===== config.mk =====
export PLATFORM = sky130hd
export DESIGN_NAME = c2p_front
export DESIGN_NICKNAME = d
export VERILOG_FILES = /design/src/design/c2p_pkg.sv /design/src/design/c2p_front.sv
export SDC_FILE = /design/constraint.sdc
export NUM_CORES = 1
export LEC_CHECK = 0
export ABC_AREA = 1
export ABC_CLOCK_PERIOD_IN_PS = 13300
export CAP_MARGIN = 20
export CORE_AREA = 5 5 248 250
export CTS_CLUSTER_DIAMETER = 200
export DETAILED_ROUTE_END_ITERATION = 8
export DIE_AREA = 0 0 253 255
export DONT_BUFFER_PORTS = 1
export GPL_TIMING_DRIVEN = 0
export REMOVE_ABC_BUFFERS = 1
export SLEW_MARGIN = 40
export SYNTH_ARGS = -nofsm -noshare
export SYNTH_HDL_FRONTEND = slang
export SYNTH_SLANG_ARGS = --single-unit

===== constraint.sdc =====
create_clock -name clk -period 13.3 [get_ports clk]
set_clock_uncertainty 0.15 [all_clocks]
set_input_delay 0.665 -clock clk [delete_from_list [all_inputs] [get_ports clk]]
set_output_delay 0.665 -clock clk [all_outputs]
set_load 0.01 [all_outputs]

===== src/design/c2p_pkg.sv =====
// Shared types and constants for the conserved-to-primitive converter.
package c2p_pkg;
  localparam int Dimensions = 3;
  localparam int GammaW = 19;
  localparam logic [GammaW-1:0] GammaReset = 19'd26214;
  localparam int QDepth = 4;
  localparam int QAw = 2;
  localparam int ODepth = 4;
  localparam int OAw = 2;
  localparam int DivSteps = 48;

  typedef struct packed {
    logic [31:0] density;
    logic [31:0] mom_x;
    logic [31:0] mom_y;
    logic [31:0] mom_z;
    logic [31:0] energy;
    logic [31:0] tracer;
    logic        zero;
  } c2p_cell_t;

  typedef struct packed {
    logic [31:0] density_out;
    logic [31:0] velocity_x;
    logic [31:0] velocity_y;
    logic [31:0] velocity_z;
    logic [31:0] pressure;
    logic [31:0] tracer_out;
    logic        zero_density;
    logic        saturated;
  } c2p_res_t;
endpackage


===== src/design/c2p_front.sv =====
// Front end: accept a cell, mask unused components, flag zero density, queue it.
module c2p_front (
  input  logic               clk,
  input  logic               rst_n,
  input  logic               in_push,
  output logic               in_full,
  input  logic [31:0]        in_density,
  input  logic signed [31:0] in_momentum_x,
  input  logic signed [31:0] in_momentum_y,
  input  logic signed [31:0] in_momentum_z,
  input  logic [31:0]        in_total_energy,
  input  logic [31:0]        in_tracer_in,
  output logic               q_valid,
  input  logic               q_take,
  output c2p_pkg::c2p_cell_t q_cell
);
  import c2p_pkg::*;

  c2p_cell_t        mem_r [QDepth];
  logic [QAw-1:0]   wp_r, wp_nxt, rp_r, rp_nxt;
  logic [QAw:0]     cnt_r, cnt_nxt;
  logic             push_ok, take_ok;
  c2p_cell_t        item;

  always_comb begin
    item.density = in_density;
    item.mom_x   = in_momentum_x;
    item.mom_y   = (Dimensions >= 2) ? in_momentum_y : 32'd0;
    item.mom_z   = (Dimensions >= 3) ? in_momentum_z : 32'd0;
    item.energy  = in_total_energy;
    item.tracer  = in_tracer_in;
    item.zero    = (in_density == 32'd0);
  end

  assign in_full = (cnt_r == (QAw+1)'(QDepth));
  assign q_valid = (cnt_r != '0);
  assign q_cell  = mem_r[rp_r];
  assign push_ok = in_push && !in_full;
  assign take_ok = q_take && q_valid;

  always_comb begin
    wp_nxt  = push_ok ? wp_r + 1'b1 : wp_r;
    rp_nxt  = take_ok ? rp_r + 1'b1 : rp_r;
    cnt_nxt = cnt_r + {{QAw{1'b0}}, push_ok} - {{QAw{1'b0}}, take_ok};
  end

  always_ff @(posedge clk) begin
    if (!rst_n) begin
      wp_r <= '0; rp_r <= '0; cnt_r <= '0;
    end else begin
      wp_r <= wp_nxt; rp_r <= rp_nxt; cnt_r <= cnt_nxt;
    end
    if (push_ok) mem_r[wp_r] <= item;
  end

  a_cnt_bound: assert property (@(posedge clk) disable iff (!rst_n)
    cnt_r <= (QAw+1)'(QDepth)) else $error("queue count overrun");
  a_no_take_empty: assert property (@(posedge clk) disable iff (!rst_n)
    !q_valid |-> !take_ok) else $error("take from empty queue");
  a_count_step: assert property (@(posedge clk) disable iff (!rst_n)
    (push_ok && !take_ok) |=> cnt_r == $past(cnt_r) + 1'b1)
    else $error("count did not advance");
endmodule


======== Word level (Yosys, flattened, before mapping) ========
Memories as Yosys holds them, arrays and structs flattened. A register that Yosys moved wholly into a read port is not among the register bits.
Cells that the tools add are included.
storage, ports and cells
  register bits after elaboration ......... 7
  latch bits .............................. 0
  bits in writable memories ............... 772
  memory bits (read-only) ................. 0
  output and inout bits ................... 195
  logic and storage cells ................. 18
  memories kept ........................... 1
operators by class
  add/sub/neg operators ................... 4
  multipliers ............................. 0
  divide/modulo/power cells ............... 0
  $lt $le $gt $ge ......................... 0
  equal/unequal tests ..................... 1
  shifts and indexed selects .............. 0
  multiplexer cells ....................... 4
  bitwise gates (word level) .............. 0
  reduce and logical (&&, ||, !) cells .... 5
memory list
  name   depth  bits a word  rd ports  clocked after memory_dff  write ports  line             RTL
  mem_r  4      193          1         1                         1            c2p_front.sv:19  c2p_cell_t mem_r [QDepth];
operators by type and width
  kind                                          count
  zero test 32 bit                              1
  adder 2 x 1 -> 2 bit (second input constant)  2
  2-to-1 mux 2 bit                              2
  adder 3 x 1 -> 3 bit                          1
  equality test 3 bit (second input constant)   1
  nonzero test 3 bit                            1
  subtractor 3 x 1 -> 3 bit                     1
  logical AND 1 bit                             2
  2-to-1 mux 1 bit                              2
  zero test 1 bit                               1

======== Longest topological paths before layout ========
  depth in word-level cells ............... 5
  mapped depth ............................ 13

======== Worst setup path after synthesis ========
Ideal clock, no wire load.
  path type ............................... input port to flip-flop
  start ................................... input in_push
  end ..................................... memory mem_r[0][0] (netlist bit) (enable)
  setup time .............................. 750 ps
  data arrival time ....................... 8787 ps
  required time ........................... 12400 ps
  path slack .............................. 3614 ps
  stages .................................. 2
  cell sequence ........................... nand2_1 -> nor2_1
between the ends
  word-level cells in the longest chain between the ends .. 3
RTL lines
  element                                 line             RTL
  start, declared                         c2p_front.sv:5   input logic in_push,
  logical AND 1 bit                       c2p_front.sv:38  assign push_ok = in_push && !in_full;
  2-to-1 mux 1 bit                        c2p_front.sv:53  if (push_ok) mem_r[wp_r] <= item;
  2-to-1 mux 1 bit (implied by the code)  c2p_front.sv:53
  end, declared                           c2p_front.sv:19
No other way between the ends.

==> flow_summary.toml <==
[final_layout]
area_delta_synth_final_pct = 21.59
most-common-layout-cells = "edfxtp_1, nor2_1, o21ai_0"
fillers = 4347
instances_no_fill = 3027
final_common_cell = "edfxtp_1"
final_design_area_no_fill_sq_um = 35510
layout-drive-gt1-share = 0.08804
fin_nets = 2388

[logic_synthesis]
synthesis.area_sq_um = 29200
synth_seq_area_share = 0.8000
synth_area_leaders = "edfxtp_1, o21ai_0, nor2_1"
ys_types = 20
synth_top_area_share = 0.7939
syn_area_per_cell_sq_um = 14.87
syn_inst = 1964
synth-seq-cells = 781
ys.warnings.count = 0
synth.largest_area_cell = "edfxtp_1"

[detailed_routing]
drt_drc_violations_left = 0
dr.pass1.iters = 5
wl_met2_mm = 34.58
drt_iter0_drc = 1101
drtAntennaViolNets = 0
vias_per_cell = 5.612
wl_met1_mm = 26.51
highest_layer = "met5"
wl_per_cell_um = 22.41
wirelength_mm = 67.83
vias = 16990
wl_met3_mm = 5.251

[global_route]
grtUsageTotal = 0.2024
overflow = 0
grt_pass1_vias = 16770
grt_pass1_wl_mm = 100.8
grt_max_degree = 149
antenna_found_initial = 5

[clock_network]
clock_latency_ns = 0.60
cts.sinks = 781
cts-buffers-inserted = 79
cts_max_level = 3
post-cts-setup-buffers = 0
post_cts_resized = 0
cts_tree = "done"
cts_root_buffer = "clkbuf_16"
ctsHoldBuffers = 193
clk_pin_slew_ns = 0.06
clock_path_buffers = 3

[timing]
setup_viol = 0
period_share = 0.2871
relSlewSlack = 0.5150
report.final.slew_viol_count = 0
fin_crit_ns = 3.819
timing.fmax_ghz = 0.2618
grt_setup_unrepaired = "no"
fin_hold_ws_ns = 0.04427
worst_pin_slew_ns = 0.7383
hold_violations = 0

[worst_setup_path]
arrival_ns = 3.00
crit_path_end_kind = "output port"
start_kind = "flop"
path_class = "flop to output port"
crit_fanout = 148
crit_required_ns = 12.48

[die]
die_area_sq_um = 64520
row_count = 89
ioPinCount = 391
die_w_um = 253
core-area_sq_um = 58800
initial_utilization = 0.4967
die_h_um = 255

[job]
maxCapViolations = 0

[status]
outcome = "completed"

[pwr]
irDropWorstVdd_v = 0.0001359
powerDensity_nw_per_um2 = 187.5
p_leak_nw = 11.72
p_total_mw = 6.658

[place]
place.gp.congestion = 0.7230
dp_hpwl_mm = 42.21
placed_area_sq_um = 31010
dp.cells = 2684
io_buffers = 0

[min_path]
worstHoldPathType = "input port to flop"
==> path summary, 6_finish.rpt <==
kind,start,slack (ns),endpoint,cells past startpoint
worst max-delay path,flop,9.48,q_cell[119],5
worst min-delay path,rst_n,0.04,cnt_r[2],2
worst max register to register,cnt_r[1],10.18,mem_r[2][82],11
worst min register to register,rp_r[0],0.34,rp_r[0],2
==> logic make-up (layout without fill, tap and decap cells) <==
| family | Yosys count | count (layout) | synth area share |
|---|---|---|---|
| other | 0 | 5 | 0 |
| adder cells (fa/ha/maj) | 7 | 7 | 0.003256 |
| flip-flops | 781 | 781 | 0.8000 |
| AND/OR/NAND/NOR | 443 | 443 | 0.05716 |
| XOR/XNOR | 1 | 1 | 0.0003000 |
| AO/OA/AOI/OAI | 584 | 584 | 0.1084 |
| buffers and inverters | 148 | 433 | 0.03089 |
==> flip-flops by register name (all words and copies together) (netlist names), named ones only <==
register,count
mem_r,772
wp_r,2
cnt_r,3
rp_r,2
==> per-layer routing <==
layer / global-route usage / up-vias
li1: - / 7878
met3: 0.05731 / 102
met2: 0.3431 / 514
met1: 0.2598 / 8492
met4: 0.05615 / 2
met5: 0 / -
==> area by class of cell <==
type | instances | area [sq um] | area share
Clock inverter | 50 | 473.0 | 0.01332
Antenna cell | 5 | 12.51 | 0.0003524
Clock buffer | 95 | 2078 | 0.05853
Timing Repair Buffer | 267 | 3537 | 0.09962
Sequential cell | 781 | 23370 | 0.6582
Tap cell | 773 | 967.2 | 0.02724
Inverter | 21 | 102.6 | 0.002889
Multi-Input combinational cell | 1035 | 4967 | 0.1399
==> Yosys cell counts, drive strengths merged <==
library cell / number
dfxtp: 9
xnor2: 1
o22ai: 193
o21ai: 386
nor2: 417
nand2: 21
a21oi: 5
ha: 6
buf: 61
fa: 1
nand3: 5
inv: 21
clkbuf: 66
edfxtp: 772
==> critical path, stage by stage (launching register included) <==
cell,delay [ns]
dfxtp_4,0.52
buf_12,0.27
inv_16,0.29
buf_16,0.47
o21ai_0,0.20
o22ai_1,0.48
==> power breakdown <==
| part | internal [mW] | switching [mW] |
|---|---|---|
| Combinational | 0.419 | 1.00 |
| Clock | 1.27 | 0.895 |
| Sequential | 3.00 | 0.0702 |
==> stage by stage <==
step / TNS [ns] / worst slack [ns] / util
floorplan: 0 / 3.614 / -
global placement: -3822.22 / -6.021 / 0.4993
detailed placement: 0 / 10.12 / 0.5275
CTS: 0 / 9.481 / 0.6037
global route: 0 / 9.265 / 0.6038
finish: 0 / 9.481 / 0.6039
Power figures use the tool's default switching activity.
